### config.mk
export PLATFORM = sky130hd
export DESIGN_NAME = multi_screen_dirty_rect_accumulator_flat
export DESIGN_NICKNAME = d
export VERILOG_FILES = /design/src/design/mdra_pkg.sv /design/src/design/mdra_req_if.sv /design/src/design/mdra_res_if.sv /design/src/design/mdra_ctrl.sv /design/src/design/mdra_datapath.sv /design/src/design/multi_screen_dirty_rect_accumulator.sv /design/src/flat_wrapper.sv
export SDC_FILE = /design/constraint.sdc
export NUM_CORES = 2
export LEC_CHECK = 0
export BUFFER_PORTS_ARGS = -buffer_cell sky130_fd_sc_hd__buf_2
export CAP_MARGIN = 20
export CELL_PAD_IN_SITES_DETAIL_PLACEMENT = 0
export CELL_PAD_IN_SITES_GLOBAL_PLACEMENT = 2
export CORE_AREA = 2 2 342 344
export DETAILED_ROUTE_END_ITERATION = 8
export DIE_AREA = 0 0 344 346
export MAX_ROUTING_LAYER = met4
export PLACE_DENSITY = 0.87
export SLEW_MARGIN = 20
export SYNTH_ARGS = -nofsm -noshare
export SYNTH_HDL_FRONTEND = slang
export SYNTH_SLANG_ARGS = --single-unit
export TNS_END_PERCENT = 1
### constraint.sdc
create_clock -name clk -period 25.4 [get_ports clk]
set_input_delay 5.08 -clock clk [delete_from_list [all_inputs] [get_ports clk]]
set_output_delay 5.08 -clock clk [all_outputs]
set_load 0.01 [all_outputs]
### src/design/mdra_pkg.sv
package mdra_pkg;

    localparam int MAX_SCREENS = 4;
    localparam int HW_SCREENS  = 4;
    localparam int ACTIVE_MAX  = (MAX_SCREENS < HW_SCREENS) ? MAX_SCREENS : HW_SCREENS;
    localparam int SCR_W       = 2;
    localparam int CNT_W       = 3;
    localparam int CFG_IDX_W   = 3;
    localparam int CFG_DATA_W  = 64;
    localparam int COORD_W     = 16;
    localparam int SIZE_IN_W   = 16;
    localparam int SIZE_OUT_W  = 17;
    localparam int BOX_W       = 18;

    localparam logic [CFG_IDX_W-1:0] REG_SCREEN_COUNT = 3'd0;
    localparam logic [CFG_IDX_W-1:0] REG_DEFAULT_MASK = 3'd1;
    localparam logic [CFG_IDX_W-1:0] REG_GEOMETRY0    = 3'd2;
    localparam logic [CFG_IDX_W-1:0] REG_GEOMETRY1    = 3'd3;
    localparam logic [CFG_IDX_W-1:0] REG_GEOMETRY2    = 3'd4;
    localparam logic [CFG_IDX_W-1:0] REG_GEOMETRY3    = 3'd5;

    localparam logic REQ_UPDATE = 1'b0;
    localparam logic REQ_FLUSH  = 1'b1;

    localparam logic KIND_UPDATE = 1'b0;
    localparam logic KIND_FLUSH  = 1'b1;

    typedef struct packed {
        logic             load_update;
        logic             load_flush;
        logic             clear_boxes;
        logic [SCR_W-1:0] flush_idx;
    } mdra_cmd_t;

    typedef struct packed {
        logic slot_free;
    } mdra_sts_t;

endpackage

### src/design/mdra_req_if.sv
interface mdra_req_if;
    import mdra_pkg::*;

    logic                        valid;
    logic                        ready;
    logic                        req_type;
    logic signed [COORD_W-1:0]   rect_x;
    logic signed [COORD_W-1:0]   rect_y;
    logic        [SIZE_IN_W-1:0] rect_w;
    logic        [SIZE_IN_W-1:0] rect_h;

    modport source (output valid, input ready, output req_type, rect_x, rect_y, rect_w, rect_h);
    modport sink   (input valid, output ready, input req_type, rect_x, rect_y, rect_w, rect_h);
endinterface

### src/design/mdra_res_if.sv
interface mdra_res_if;
    import mdra_pkg::*;

    logic                         valid;
    logic                         ready;
    logic                         result_kind;
    logic        [SCR_W-1:0]      screen_index;
    logic signed [COORD_W-1:0]    out_x;
    logic signed [COORD_W-1:0]    out_y;
    logic        [SIZE_OUT_W-1:0] out_w;
    logic        [SIZE_OUT_W-1:0] out_h;
    logic                         redraw_now;
    logic                         last;

    modport source (output valid, input ready,
                    output result_kind, screen_index, out_x, out_y, out_w, out_h,
                    redraw_now, last);
    modport sink   (input valid, output ready,
                    input result_kind, screen_index, out_x, out_y, out_w, out_h,
                    redraw_now, last);
endinterface

### src/design/mdra_ctrl.sv
module mdra_ctrl (
    input  logic                clk,
    input  logic                rst_n,
    input  logic                in_valid,
    output logic                in_ready,
    input  logic                req_type,
    input  mdra_pkg::mdra_sts_t sts,
    output mdra_pkg::mdra_cmd_t cmd
);
    import mdra_pkg::*;

    localparam logic S_IDLE  = 1'b0;
    localparam logic S_FLUSH = 1'b1;

    localparam logic [SCR_W-1:0] LAST_IDX = SCR_W'(HW_SCREENS - 1);

    logic             state_reg, state_next;
    logic [SCR_W-1:0] idx_reg, idx_next;
    logic             accept;

    assign in_ready = (state_reg == S_IDLE) && sts.slot_free;
    assign accept   = in_valid && in_ready;

    always_comb
    begin
        state_next      = state_reg;
        idx_next        = idx_reg;
        cmd.load_update = 1'b0;
        cmd.load_flush  = 1'b0;
        cmd.clear_boxes = 1'b0;
        cmd.flush_idx   = idx_reg;
        unique case (state_reg)
            S_IDLE:
            begin
                if (accept)
                begin
                    if (req_type == REQ_FLUSH)
                    begin
                        state_next = S_FLUSH;
                        idx_next   = '0;
                    end
                    else
                    begin
                        cmd.load_update = 1'b1;
                    end
                end
            end
            S_FLUSH:
            begin
                if (sts.slot_free)
                begin
                    cmd.load_flush = 1'b1;
                    if (idx_reg == LAST_IDX)
                    begin
                        cmd.clear_boxes = 1'b1;
                        state_next      = S_IDLE;
                    end
                    else
                    begin
                        idx_next = idx_reg + 1'b1;
                    end
                end
            end
            default:
            begin
                state_next = S_IDLE;
            end
        endcase
    end

    always_ff @(posedge clk or negedge rst_n)
    begin
        if (!rst_n)
        begin
            state_reg <= S_IDLE;
            idx_reg   <= '0;
        end
        else
        begin
            state_reg <= state_next;
            idx_reg   <= idx_next;
        end
    end

endmodule

### src/design/mdra_datapath.sv
module mdra_datapath (
    input  logic                                  clk,
    input  logic                                  rst_n,
    input  logic                                  cfg_we,
    input  logic [mdra_pkg::CFG_IDX_W-1:0]        cfg_index,
    input  logic [mdra_pkg::CFG_DATA_W-1:0]       cfg_wdata,
    input  mdra_pkg::mdra_cmd_t                   cmd,
    output mdra_pkg::mdra_sts_t                   sts,
    input  logic signed [mdra_pkg::COORD_W-1:0]   rect_x,
    input  logic signed [mdra_pkg::COORD_W-1:0]   rect_y,
    input  logic        [mdra_pkg::SIZE_IN_W-1:0] rect_w,
    input  logic        [mdra_pkg::SIZE_IN_W-1:0] rect_h,
    output logic                                  out_valid,
    input  logic                                  out_ready,
    output logic                                  result_kind,
    output logic        [mdra_pkg::SCR_W-1:0]     screen_index,
    output logic signed [mdra_pkg::COORD_W-1:0]   out_x,
    output logic signed [mdra_pkg::COORD_W-1:0]   out_y,
    output logic       [mdra_pkg::SIZE_OUT_W-1:0] out_w,
    output logic       [mdra_pkg::SIZE_OUT_W-1:0] out_h,
    output logic                                  redraw_now,
    output logic                                  last
);
    import mdra_pkg::*;

    logic [CNT_W-1:0]      count_reg;
    logic [HW_SCREENS-1:0] mask_reg;
    logic [63:0]           geom_reg [HW_SCREENS];

    logic signed [BOX_W-1:0] left_reg   [HW_SCREENS];
    logic signed [BOX_W-1:0] top_reg    [HW_SCREENS];
    logic signed [BOX_W-1:0] right_reg  [HW_SCREENS];
    logic signed [BOX_W-1:0] bottom_reg [HW_SCREENS];
    logic [HW_SCREENS-1:0]   valid_reg;

    logic                         out_valid_reg;
    logic                         kind_reg;
    logic [SCR_W-1:0]             scr_reg;
    logic signed [COORD_W-1:0]    x_reg, y_reg;
    logic [SIZE_OUT_W-1:0]        w_reg, h_reg;
    logic                         redraw_reg, last_reg;

    logic [CNT_W-1:0]        n_active;
    logic [HW_SCREENS-1:0]   hit;
    logic [SCR_W-1:0]        map_scr;
    logic signed [COORD_W-1:0] map_x, map_y;
    logic signed [BOX_W-1:0] bx, by, br, bb;
    logic                    nonempty;
    logic [BOX_W-1:0]        dw [HW_SCREENS];
    logic [BOX_W-1:0]        dh [HW_SCREENS];
    logic [HW_SCREENS-1:0]   emit;
    logic [HW_SCREENS-1:0]   later;
    logic                    found;

    assign n_active = (count_reg > CNT_W'(ACTIVE_MAX)) ? CNT_W'(ACTIVE_MAX) : count_reg;

    always_comb
    begin
        logic signed [BOX_W-1:0] xo, yo, xe, ye, xl, yl;
        for (int i = 0; i < HW_SCREENS; i++)
        begin
            xo = BOX_W'(signed'(geom_reg[i][15:0]));
            yo = BOX_W'(signed'(geom_reg[i][31:16]));
            xl = xo + signed'({2'b00, geom_reg[i][47:32]});
            yl = yo + signed'({2'b00, geom_reg[i][63:48]});
            xe = BOX_W'(rect_x);
            ye = BOX_W'(rect_y);
            hit[i] = (CNT_W'(i) < n_active) && (xo <= xe) && (xe < xl)
                     && (yo <= ye) && (ye < yl);
        end
    end

    always_comb
    begin
        found   = 1'b0;
        map_scr = '0;
        map_x   = rect_x;
        map_y   = rect_y;
        for (int i = 0; i < HW_SCREENS; i++)
        begin
            if (hit[i] && !found)
            begin
                found   = 1'b1;
                map_scr = SCR_W'(i);
                map_x   = rect_x - signed'(geom_reg[i][15:0]);
                map_y   = rect_y - signed'(geom_reg[i][31:16]);
            end
        end
    end

    assign nonempty = (rect_w != '0) && (rect_h != '0);
    assign bx = BOX_W'(map_x);
    assign by = BOX_W'(map_y);
    assign br = bx + signed'({2'b00, rect_w});
    assign bb = by + signed'({2'b00, rect_h});

    always_comb
    begin
        for (int i = 0; i < HW_SCREENS; i++)
        begin
            dw[i]   = BOX_W'(right_reg[i] - left_reg[i]);
            dh[i]   = BOX_W'(bottom_reg[i] - top_reg[i]);
            emit[i] = (CNT_W'(i) < n_active) && !mask_reg[i] && valid_reg[i]
                      && (dw[i] != '0) && (dh[i] != '0);
        end
        later[HW_SCREENS-1] = 1'b0;
        for (int i = HW_SCREENS - 2; i >= 0; i--)
        begin
            later[i] = later[i+1] | emit[i+1];
        end
    end

    assign sts.slot_free = !out_valid_reg || out_ready;

    always_ff @(posedge clk or negedge rst_n)
    begin
        if (!rst_n)
        begin
            count_reg <= CNT_W'(1);
            mask_reg  <= HW_SCREENS'(1);
            for (int i = 0; i < HW_SCREENS; i++)
            begin
                geom_reg[i] <= '0;
            end
        end
        else if (cfg_we)
        begin
            unique case (cfg_index)
                REG_SCREEN_COUNT: count_reg   <= cfg_wdata[CNT_W-1:0];
                REG_DEFAULT_MASK: mask_reg    <= cfg_wdata[HW_SCREENS-1:0];
                REG_GEOMETRY0:    geom_reg[0] <= cfg_wdata;
                REG_GEOMETRY1:    geom_reg[1] <= cfg_wdata;
                REG_GEOMETRY2:    geom_reg[2] <= cfg_wdata;
                REG_GEOMETRY3:    geom_reg[3] <= cfg_wdata;
                default:          ;
            endcase
        end
    end

    always_ff @(posedge clk or negedge rst_n)
    begin
        if (!rst_n)
        begin
            valid_reg <= '0;
        end
        else if (cmd.clear_boxes)
        begin
            valid_reg <= '0;
        end
        else if (cmd.load_update && nonempty)
        begin
            valid_reg[map_scr] <= 1'b1;
        end
    end

    always_ff @(posedge clk)
    begin
        if (cmd.load_update && nonempty)
        begin
            if (!valid_reg[map_scr] || left_reg[map_scr] > bx)
                left_reg[map_scr] <= bx;
            if (!valid_reg[map_scr] || top_reg[map_scr] > by)
                top_reg[map_scr] <= by;
            if (!valid_reg[map_scr] || right_reg[map_scr] < br)
                right_reg[map_scr] <= br;
            if (!valid_reg[map_scr] || bottom_reg[map_scr] < bb)
                bottom_reg[map_scr] <= bb;
        end
    end

    always_ff @(posedge clk or negedge rst_n)
    begin
        if (!rst_n)
        begin
            out_valid_reg <= 1'b0;
        end
        else if (cmd.load_update || (cmd.load_flush && emit[cmd.flush_idx]))
        begin
            out_valid_reg <= 1'b1;
        end
        else if (out_ready)
        begin
            out_valid_reg <= 1'b0;
        end
    end

    always_ff @(posedge clk)
    begin
        if (cmd.load_update)
        begin
            kind_reg   <= KIND_UPDATE;
            scr_reg    <= map_scr;
            x_reg      <= map_x;
            y_reg      <= map_y;
            w_reg      <= SIZE_OUT_W'(rect_w);
            h_reg      <= SIZE_OUT_W'(rect_h);
            redraw_reg <= nonempty && mask_reg[map_scr];
            last_reg   <= 1'b1;
        end
        else if (cmd.load_flush && emit[cmd.flush_idx])
        begin
            kind_reg   <= KIND_FLUSH;
            scr_reg    <= cmd.flush_idx;
            x_reg      <= left_reg[cmd.flush_idx][COORD_W-1:0];
            y_reg      <= top_reg[cmd.flush_idx][COORD_W-1:0];
            w_reg      <= dw[cmd.flush_idx][SIZE_OUT_W-1:0];
            h_reg      <= dh[cmd.flush_idx][SIZE_OUT_W-1:0];
            redraw_reg <= 1'b0;
            last_reg   <= !later[cmd.flush_idx];
        end
    end

    assign out_valid    = out_valid_reg;
    assign result_kind  = kind_reg;
    assign screen_index = scr_reg;
    assign out_x        = x_reg;
    assign out_y        = y_reg;
    assign out_w        = w_reg;
    assign out_h        = h_reg;
    assign redraw_now   = redraw_reg;
    assign last         = last_reg;

endmodule

### src/design/multi_screen_dirty_rect_accumulator.sv
// Update transaction: one result, registered in the cycle after acceptance; one update per
// cycle while the result register drains. Flush transaction: walks the screens one per cycle
// while the result register drains, emitting up to one dirty box per cycle; no input is
// taken meanwhile. Rate is set by the single result register and the flush screen walk.
// Reset (rst_n, asynchronous, active low): one active screen, screen 0 set in the default mask,
// geometry zero, all dirty boxes empty, result register empty.
module multi_screen_dirty_rect_accumulator (
    input  logic                            clk,
    input  logic                            rst_n,
    mdra_req_if.sink                        req,
    mdra_res_if.source                      res,
    input  logic                            cfg_we,
    input  logic [mdra_pkg::CFG_IDX_W-1:0]  cfg_index,
    input  logic [mdra_pkg::CFG_DATA_W-1:0] cfg_wdata
);
    import mdra_pkg::*;

    mdra_cmd_t cmd;
    mdra_sts_t sts;

    mdra_ctrl u_ctrl (
        .clk      (clk),
        .rst_n    (rst_n),
        .in_valid (req.valid),
        .in_ready (req.ready),
        .req_type (req.req_type),
        .sts      (sts),
        .cmd      (cmd)
    );

    mdra_datapath u_datapath (
        .clk          (clk),
        .rst_n        (rst_n),
        .cfg_we       (cfg_we),
        .cfg_index    (cfg_index),
        .cfg_wdata    (cfg_wdata),
        .cmd          (cmd),
        .sts          (sts),
        .rect_x       (req.rect_x),
        .rect_y       (req.rect_y),
        .rect_w       (req.rect_w),
        .rect_h       (req.rect_h),
        .out_valid    (res.valid),
        .out_ready    (res.ready),
        .result_kind  (res.result_kind),
        .screen_index (res.screen_index),
        .out_x        (res.out_x),
        .out_y        (res.out_y),
        .out_w        (res.out_w),
        .out_h        (res.out_h),
        .redraw_now   (res.redraw_now),
        .last         (res.last)
    );

endmodule
### src/flat_wrapper.sv
// flat-port wrapper written by rule: the top's interface ports become plain ports
module multi_screen_dirty_rect_accumulator_flat import mdra_pkg::*;
  (clk, rst_n, cfg_we, cfg_index, cfg_wdata, req_valid, req_ready, req_req_type, req_rect_x, req_rect_y, req_rect_w, req_rect_h, res_valid, res_ready, res_result_kind, res_screen_index, res_out_x, res_out_y, res_out_w, res_out_h, res_redraw_now, res_last);
  mdra_req_if req_i ();
  mdra_res_if res_i ();
  input  logic clk;
  input  logic rst_n;
  input  logic cfg_we;
  input  logic [mdra_pkg::CFG_IDX_W-1:0] cfg_index;
  input  logic [mdra_pkg::CFG_DATA_W-1:0] cfg_wdata;
  input wire logic [$bits(req_i.valid)-1:0] req_valid;
  output wire logic [$bits(req_i.ready)-1:0] req_ready;
  input wire logic [$bits(req_i.req_type)-1:0] req_req_type;
  input wire logic [$bits(req_i.rect_x)-1:0] req_rect_x;
  input wire logic [$bits(req_i.rect_y)-1:0] req_rect_y;
  input wire logic [$bits(req_i.rect_w)-1:0] req_rect_w;
  input wire logic [$bits(req_i.rect_h)-1:0] req_rect_h;
  output wire logic [$bits(res_i.valid)-1:0] res_valid;
  input wire logic [$bits(res_i.ready)-1:0] res_ready;
  output wire logic [$bits(res_i.result_kind)-1:0] res_result_kind;
  output wire logic [$bits(res_i.screen_index)-1:0] res_screen_index;
  output wire logic [$bits(res_i.out_x)-1:0] res_out_x;
  output wire logic [$bits(res_i.out_y)-1:0] res_out_y;
  output wire logic [$bits(res_i.out_w)-1:0] res_out_w;
  output wire logic [$bits(res_i.out_h)-1:0] res_out_h;
  output wire logic [$bits(res_i.redraw_now)-1:0] res_redraw_now;
  output wire logic [$bits(res_i.last)-1:0] res_last;
  assign req_i.valid = req_valid;
  assign req_ready = req_i.ready;
  assign req_i.req_type = req_req_type;
  assign req_i.rect_x = req_rect_x;
  assign req_i.rect_y = req_rect_y;
  assign req_i.rect_w = req_rect_w;
  assign req_i.rect_h = req_rect_h;
  assign res_valid = res_i.valid;
  assign res_i.ready = res_ready;
  assign res_result_kind = res_i.result_kind;
  assign res_screen_index = res_i.screen_index;
  assign res_out_x = res_i.out_x;
  assign res_out_y = res_i.out_y;
  assign res_out_w = res_i.out_w;
  assign res_out_h = res_i.out_h;
  assign res_redraw_now = res_i.redraw_now;
  assign res_last = res_i.last;
  multi_screen_dirty_rect_accumulator u_core (.clk(clk), .rst_n(rst_n), .req(req_i), .res(res_i), .cfg_we(cfg_we), .cfg_index(cfg_index), .cfg_wdata(cfg_wdata));
endmodule
# Word level (Yosys, flattened, before mapping)
# Memories as Yosys holds them, arrays and structs flattened.
# Index checks and enable logic that the tools add are counted.
dict set report totals {
  romBits 0
  inputBits 137
  word_cells 249
  ramBits 288
  regBits 342
  n_memories 4
  latch_bits 0
}
# name depth word_bits read_ports rd_clocked_by_memory_dff write_ports line_no
set mem_list {}
lappend mem_list {u_core.u_datapath.bottom_reg 4 18 5 0 1 mdra_datapath.sv:33} ;# logic signed [BOX_W-1:0] bottom_reg [HW_SCREENS];
lappend mem_list {u_core.u_datapath.left_reg 4 18 6 0 1 mdra_datapath.sv:30} ;# logic signed [BOX_W-1:0] left_reg [HW_SCREENS];
lappend mem_list {u_core.u_datapath.right_reg 4 18 5 0 1 mdra_datapath.sv:32} ;# logic signed [BOX_W-1:0] right_reg [HW_SCREENS];
lappend mem_list {u_core.u_datapath.top_reg 4 18 6 0 1 mdra_datapath.sv:31} ;# logic signed [BOX_W-1:0] top_reg [HW_SCREENS];
dict set report classes {
  magnitude_cmp 29
  shift 0
  n_reduce_logical 79
  div_mod_pow 0
  n_bitwise 5
  addsub 27
  muxes 75
  mul 0
  n_eq_ne 10
}
# op count
set op_table {}
lappend op_table {{$mux W16} 16}
lappend op_table {{$add A16 B17 Y18} 10}
lappend op_table {{$lt A16 B18 Y1} 8}
lappend op_table {{$reduce_bool A18 Y1} 8}
lappend op_table {{$sub A18 B18 Y18} 8}
lappend op_table {{$le A16 B16 Y1} 8}
lappend op_table {{$sub A16 B16 Y16} 8}
lappend op_table {{$bmux W18 S2} 2}
lappend op_table {{$mux W17} 4}
lappend op_table {{$logic_and A1 B1 Y1} 42}
lappend op_table {{$gt A18 B16 Y1} 2}
lappend op_table {{$lt A18 B18 Y1} 2}
lappend op_table {{$mux W1} 33}
lappend op_table {{$reduce_bool A16 Y1} 2}
lappend op_table {{$mux W2} 10}
lappend op_table {{$reduce_and A2 Y1} 6}
lappend op_table {{$logic_not A1 Y1} 10}
lappend op_table {{$bmux W1 S2} 4}
lappend op_table {{$mux W4} 2}
lappend op_table {{$ne A2 B2 Y1 const B} 4}
lappend op_table {{$eq A3 B2 Y1 const B} 2}
lappend op_table {{$eq A3 B3 Y1 const B} 2}
lappend op_table {{$logic_or A1 B1 Y1} 6}
lappend op_table {{$lt A1 B3 Y1 const A} 2}
lappend op_table {{other kinds (19)} 24}

# Logic depth before layout (Yosys ltp)
dict set report depth {
  ltp_word 24
  ltp_mapped 49
  ltp_nobuf 47
}

# Modules after synthesis
# Synthesis repeated with hierarchy kept, for this count alone.
dict set report unflattened {
  cells_unflattened 5388
  area_unflattened_um2 51159.1
}
# module n_inst cells_each area_each_um2 seq_area_each_um2
set modules_own_cells {}
lappend modules_own_cells {mdra_datapath 1 5366 50960.1 16968.8}
lappend modules_own_cells {mdra_ctrl 1 22 198.9 75.1}

# Least setup slack after synthesis
# No wires, ideal clock.
dict set report synth_timing {
  kind {input -> register}
  start {input req_rect_y[0]}
  end {memory u_core.u_datapath.right_reg[0][0] (enable)}
  path_buffers 2
  arrival_time_ns 13.355
  path_stages 36
  slack_ns 11.629
  cell_sequence {inv_1 ha_1 inv_1 fa_1 a21o_1 a21o_1 a41oi_1 a21oi_1 o211ai_1 nor4_4 a21oi_2 and2_1 clkbuf_1 buf_2 a22oi_1 nand2_1 ha_1 a21o_1 a21oi_1 o21ai_0 a21oi_1 nand2b_1 a21boi_0 o31a_1 o41ai_1 o2111ai_1 a21o_1 xnor2_1 ha_1 a21o_1 a21o_1 a221oi_1 o221ai_1 a31o_2 o221a_2 nor3_1}
}
dict set report synth_between {
  elab_cells_between_ends 42
}
# element line_no
set synth_rtl {}
lappend synth_rtl {{start: declaration} flat_wrapper.sv:15} ;# input wire logic [$bits(req_i.rect_y)-1:0] req_rect_y;
lappend synth_rtl {{$le A16 B16 Y1} mdra_datapath.sv:69} ;# && (yo <= ye) && (ye < yl);
lappend synth_rtl {{$logic_and A1 B1 Y1 (2 in a row)} mdra_datapath.sv:69}
lappend synth_rtl {{$mux W1} mdra_datapath.sv:81} ;# if (hit[i] && !found)
lappend synth_rtl {{$logic_not A1 Y1} mdra_datapath.sv:81}
lappend synth_rtl {{$logic_and A1 B1 Y1} mdra_datapath.sv:81}
lappend synth_rtl {{$mux W1} mdra_datapath.sv:81}
lappend synth_rtl {{$logic_not A1 Y1} mdra_datapath.sv:81}
lappend synth_rtl {{$logic_and A1 B1 Y1} mdra_datapath.sv:81}
lappend synth_rtl {{[3 not listed]} --}
lappend synth_rtl {{$mux W16 *} mdra_datapath.sv:81}
lappend synth_rtl {{via u_core.u_datapath.map_x[1]} mdra_datapath.sv:46} ;# logic signed [COORD_W-1:0] map_x, map_y;
lappend synth_rtl {{$add A16 B17 Y18 *} mdra_datapath.sv:94} ;# assign br = bx + signed'({2'b00, rect_w});
lappend synth_rtl {{$lt A18 B18 Y1 *} mdra_datapath.sv:164} ;# if (!valid_reg[map_scr] || right_reg[map_scr] < br)
lappend synth_rtl {{$logic_or A1 B1 Y1 *} mdra_datapath.sv:164}
lappend synth_rtl {{$mux W1 *} mdra_datapath.sv:164}
lappend synth_rtl {{$mux W1 *} mdra_datapath.sv:158} ;# if (cmd.load_update && nonempty)
lappend synth_rtl {{$mux W1 (implied by the code) *} mdra_datapath.sv:165} ;# right_reg[map_scr] <= br;
lappend synth_rtl {{end: declaration} mdra_datapath.sv:32}
# Mark *: on every way through the listed nets, which the timed path passes. The rest lies on a longest branch. The select of a mux whose other input is x is not followed.

# Final worst setup path
dict set report layout_timing {
  start {input req_rect_x[0]}
  end {memory u_core.u_datapath.bottom_reg[0][11] (enable)}
}
dict set report layout_between {
  elab_cells_between_ends 50
}
# element line_no
set layout_rtl {}
lappend layout_rtl {{start: declaration} flat_wrapper.sv:14} ;# input wire logic [$bits(req_i.rect_x)-1:0] req_rect_x;
lappend layout_rtl {{$le A16 B16 Y1} mdra_datapath.sv:68} ;# hit[i] = (CNT_W'(i) < n_active) && (xo <= xe) && (xe < xl)
lappend layout_rtl {{$logic_and A1 B1 Y1 (2 in a row)} mdra_datapath.sv:68}
lappend layout_rtl {{$logic_and A1 B1 Y1 (2 in a row)} mdra_datapath.sv:69}
lappend layout_rtl {{$mux W1} mdra_datapath.sv:81}
lappend layout_rtl {{$logic_not A1 Y1} mdra_datapath.sv:81}
lappend layout_rtl {{$logic_and A1 B1 Y1} mdra_datapath.sv:81}
lappend layout_rtl {{$mux W1} mdra_datapath.sv:81}
lappend layout_rtl {{$logic_not A1 Y1} mdra_datapath.sv:81}
lappend layout_rtl {{[4 not listed]} --}
lappend layout_rtl {{$mux W16 *} mdra_datapath.sv:81}
lappend layout_rtl {{via u_core.u_datapath.map_y[2]} mdra_datapath.sv:46}
lappend layout_rtl {{$add A16 B17 Y18 *} mdra_datapath.sv:95} ;# assign bb = by + signed'({2'b00, rect_h});
lappend layout_rtl {{$lt A18 B18 Y1 *} mdra_datapath.sv:166} ;# if (!valid_reg[map_scr] || bottom_reg[map_scr] < bb)
lappend layout_rtl {{$logic_or A1 B1 Y1 *} mdra_datapath.sv:166}
lappend layout_rtl {{$mux W1 *} mdra_datapath.sv:166}
lappend layout_rtl {{$mux W1 *} mdra_datapath.sv:158}
lappend layout_rtl {{$mux W1 (implied by the code) *} mdra_datapath.sv:167} ;# bottom_reg[map_scr] <= bb;
lappend layout_rtl {{end: declaration} mdra_datapath.sv:33}
# Marks and branches as above.

==> metrics.log <==
INFO  metric rsz0062_at_grt = false
INFO  metric timing.hold.worst.class = flip-flop to flip-flop
INFO  metric crit_path_start_kind = primary input
INFO  metric worst-path-buf-inv = 5
INFO  metric power_leakage = between 20 and 25 nW
INFO  metric die_h = about 350 µm
INFO  metric p_sw = ~2.7 mW
INFO  metric mostFrequentLayoutCells = ha_1, inv_1, a21oi_1, edfxtp_1, o21ai_0
INFO  metric worstHoldStart = u_core.u_datapath.result_kind
INFO  metric grt_max_degree = approximately 150
INFO  metric intPower = 3.39 mW
INFO  metric tritoncts = done
INFO  metric crit_path_max_fanout = between 40 and 50
INFO  metric synth_cells = between 5000 and 6000
INFO  metric fin_worst_skew = approximately 0.024 ns
INFO  metric tritoncts.num_buffers = 75
INFO  metric grt_antenna_before_repair = 0
INFO  metric critical-path-top-cell-by-count = a21oi_1
INFO  metric post_cts_hold_buffer_count = 0
INFO  metric layout.cell_area.non_filler = 0.0568 mm²
INFO  metric slowest_delay = between 0.8 and 0.9 ns
INFO  metric fin_setup_tns = 0 ns
INFO  metric clk-insertion-delay-late = around 0.68 ns
INFO  metric share_seq_of_total_power = 0.254
INFO  metric timing.hold.ws = 0.446 ns
INFO  metric switching_share = 0.442
INFO  metric post_cts_resize_count = 0
INFO  metric share_comb_of_total_power = 0.571
INFO  metric clock-sinks = 614
INFO  metric fin_total_pwr = between 6 and 7 mW
INFO  metric yosys_most_used_dff = edfxtp_1
INFO  metric routed-via-count = 42800
INFO  metric layout_commonest_cell = ha_1
INFO  metric timing.final.hold_violations = 0
INFO  metric finalMaxSlewViolations = 0
INFO  metric ff2ff_setup_slack = 12.06 ns
INFO  metric cellPowerDensity = between 100 and 150 mW/mm²
INFO  metric via_count_of_the_first_global_routing_pass = ~41000
INFO  metric instances_no_fill = ~7200
INFO  metric worstPathRequired = between 20 and 30 ns
INFO  metric fmax = slightly below 70 MHz
INFO  metric clk_transition_reported_paths = 0.06 ns
INFO  metric dp.cells = approximately 7000
INFO  metric synth-async-reset-ratio = 0.441
INFO  metric r2r-end = u_core.u_datapath.bottom_reg[0][11]
INFO  metric fillerInstances = roughly 11000
INFO  metric gp_congestion = between 0.9 and 1
INFO  metric synth_enable_flop_cells = about 340
INFO  metric outcome = complete, no violations
INFO  metric routed_wire_length_per_instance = about 25 µm
INFO  metric yosys_register_bits = 614
INFO  metric detailedPlacementHpwl = around 140 mm
INFO  metric drt-initial-drc-count = roughly 4000
INFO  metric route.detailed.vias_per_inst = between 5 and 6
INFO  metric vdd_ir_drop_max = approximately 0.000058 V
INFO  metric postRouteAntennaNets = 0
INFO  metric route.detailed.drc = 0
INFO  metric netlist_area = a little over 0.05 mm²
INFO  metric nNetsFinal = roughly 6400
INFO  metric rows = roughly 130
INFO  metric clock_tree.buffer_depth = 3
INFO  metric port_buffer_cells = 209
INFO  metric worstReg2RegStart = u_core.u_datapath.geom_reg[16]
INFO  metric cts_root_buffer = clkbuf_16
INFO  metric floorplan.core_area = 0.115 mm²
INFO  metric critPathCaptureType = flip-flop
INFO  metric initial_core_util = 0.446
INFO  metric clock_power_share = 0.175
INFO  metric layout.core_utilization = 0.492
INFO  metric pre_cts_ws = 10.21 ns
INFO  metric ys_warn_count = 0
INFO  metric die_area = around 0.12 mm²
INFO  metric max_cap_viol_count = 0
INFO  metric mappedNetlistNets = 6179
INFO  metric grt_first_pass_wirelength = between 200 and 300 mm
INFO  metric wirelength = approximately 180 mm
INFO  metric unique_masters_post_synth = 94
INFO  metric layout_min_cycle_time = 14.68 ns
INFO  metric largest_reg_flops = between 200 and 300
INFO  metric reg2reg_depth = between 40 and 50
INFO  metric synth_seq_area_share = 0.331
INFO  metric dpl_cell_area = between 0.05 and 0.06 mm²
INFO  metric n_antenna_cell = 0
INFO  metric timing.slew.headroom = 0.207
INFO  metric num_io_pins = 210
INFO  metric portion_of_the_clock_cycle_consumed_by_the_worst_path_in_the_final_layout = 0.578
INFO  metric grt_overflow = 0
INFO  metric critical_path_class = primary input to flip-flop
INFO  metric crit_family = compound AO/OA/AOI/OAI gates
INFO  metric cpMaxStageDelayCell = o21ai_0
INFO  metric drive_above_1_share = 0.130
INFO  metric worst_slew_pin_slew = about 1.2 ns
INFO  metric post_cts_buffers = 0
INFO  metric critPathArrivalTime = about 15 ns
INFO  metric tritonroute_pass_1_iters = 6
INFO  metric postLayoutSetupSlackWorst = approximately 11 ns
INFO  metric cp.depth = 35
INFO  metric final-setup-viol-count = 0
INFO  metric timing.critical_path.to = u_core.u_datapath.bottom_reg[0][11]
INFO  metric gr-usage-all-layers = 0.306
INFO  metric cp-startpoint = req_rect_x[0]
INFO  metric htreeDepth = 3
INFO  metric synth.avg_cell_area = ~9.6 µm²
INFO  metric dieWidth = around 340 µm
INFO  metric area_growth_syn_to_layout = 10.4%
power by group through the flow:
stage / logic, mW / registers (mW) / clock network, mW
finish: 3.47 / 1.54 / 1.06
CTS: 3.44 / 1.54 / 1.08
global placement: 3.38 / 1.55 / 0
floorplan: 2.37 / 1.54 / 0
detailed placement: 3.42 / 1.56 / 0
global route: 3.83 / 1.56 / 1.12
how the worst min path moves through the flow:
| stage | endpoint | depth (start not counted) |
|---|---|---|
| global placement | u_core.u_datapath.result_kind | 2 |
| global route | u_core.u_datapath.result_kind | 2 |
| detailed placement | u_core.u_datapath.result_kind | 2 |
| floorplan | u_core.u_datapath.result_kind | 2 |
| finish | u_core.u_datapath.result_kind | 2 |
| CTS | u_core.u_datapath.result_kind | 2 |
worst reg2reg max path, delay by kind of cell (launching register included):
family          cells  cell delay, ns
flops               1            0.41
simple gates        6            1.41
xor+xnor            1            0.14
compound gates     28            8.51
buf+inv             3            0.89
fa+ha+maj           5            1.66
Yosys cell counts (all sizes together), types with 110 or more instances:
master,count,area share
mux2,230,0.050
a21oi,380,0.037
xor2,133,0.023
xnor2,192,0.033
nor3,111,0.011
inv,516,0.038
nor2,293,0.021
a21o,147,0.021
dfrtp,269,0.13
nand2,334,0.024
clkbuf,110,0.0080
o21ai,337,0.033
ha,637,0.15
edfxtp,339,0.20
layout make-up:
| class | instances | area (µm²) | share of cell area |
|---|---|---|---|
| clock buffers | 100 | 2100 | 0.0370 |
| repair buffers | 256 | 1450 | 0.0255 |
| well taps | 1524 | 1910 | 0.0336 |
| multi-input cells | 4109 | 32100 | 0.564 |
| clock inverters | 35 | 293 | 0.00516 |
| flip-flops and latches | 614 | 17000 | 0.300 |
| inverters | 517 | 1940 | 0.0342 |
kinds of logic after synthesis:
family / Yosys count / synth area share
compound gates: 1549 / 0.197
xor+xnor: 325 / 0.0553
fa+ha+maj: 663 / 0.165
buf+inv: 656 / 0.0482
flops: 614 / 0.331
mux: 346 / 0.0860
simple gates: 1226 / 0.117
layer usage:
metal,GRT usage,routed length [µm],up-vias
met2,0.469,80400,1519
met4,0.0718,4390,0
met1,0.425,82300,20700
li1,-,-,20400
met3,0.0466,12500,224
met5,-,0,-
Note: power is estimated with default switching activity, not from simulation.
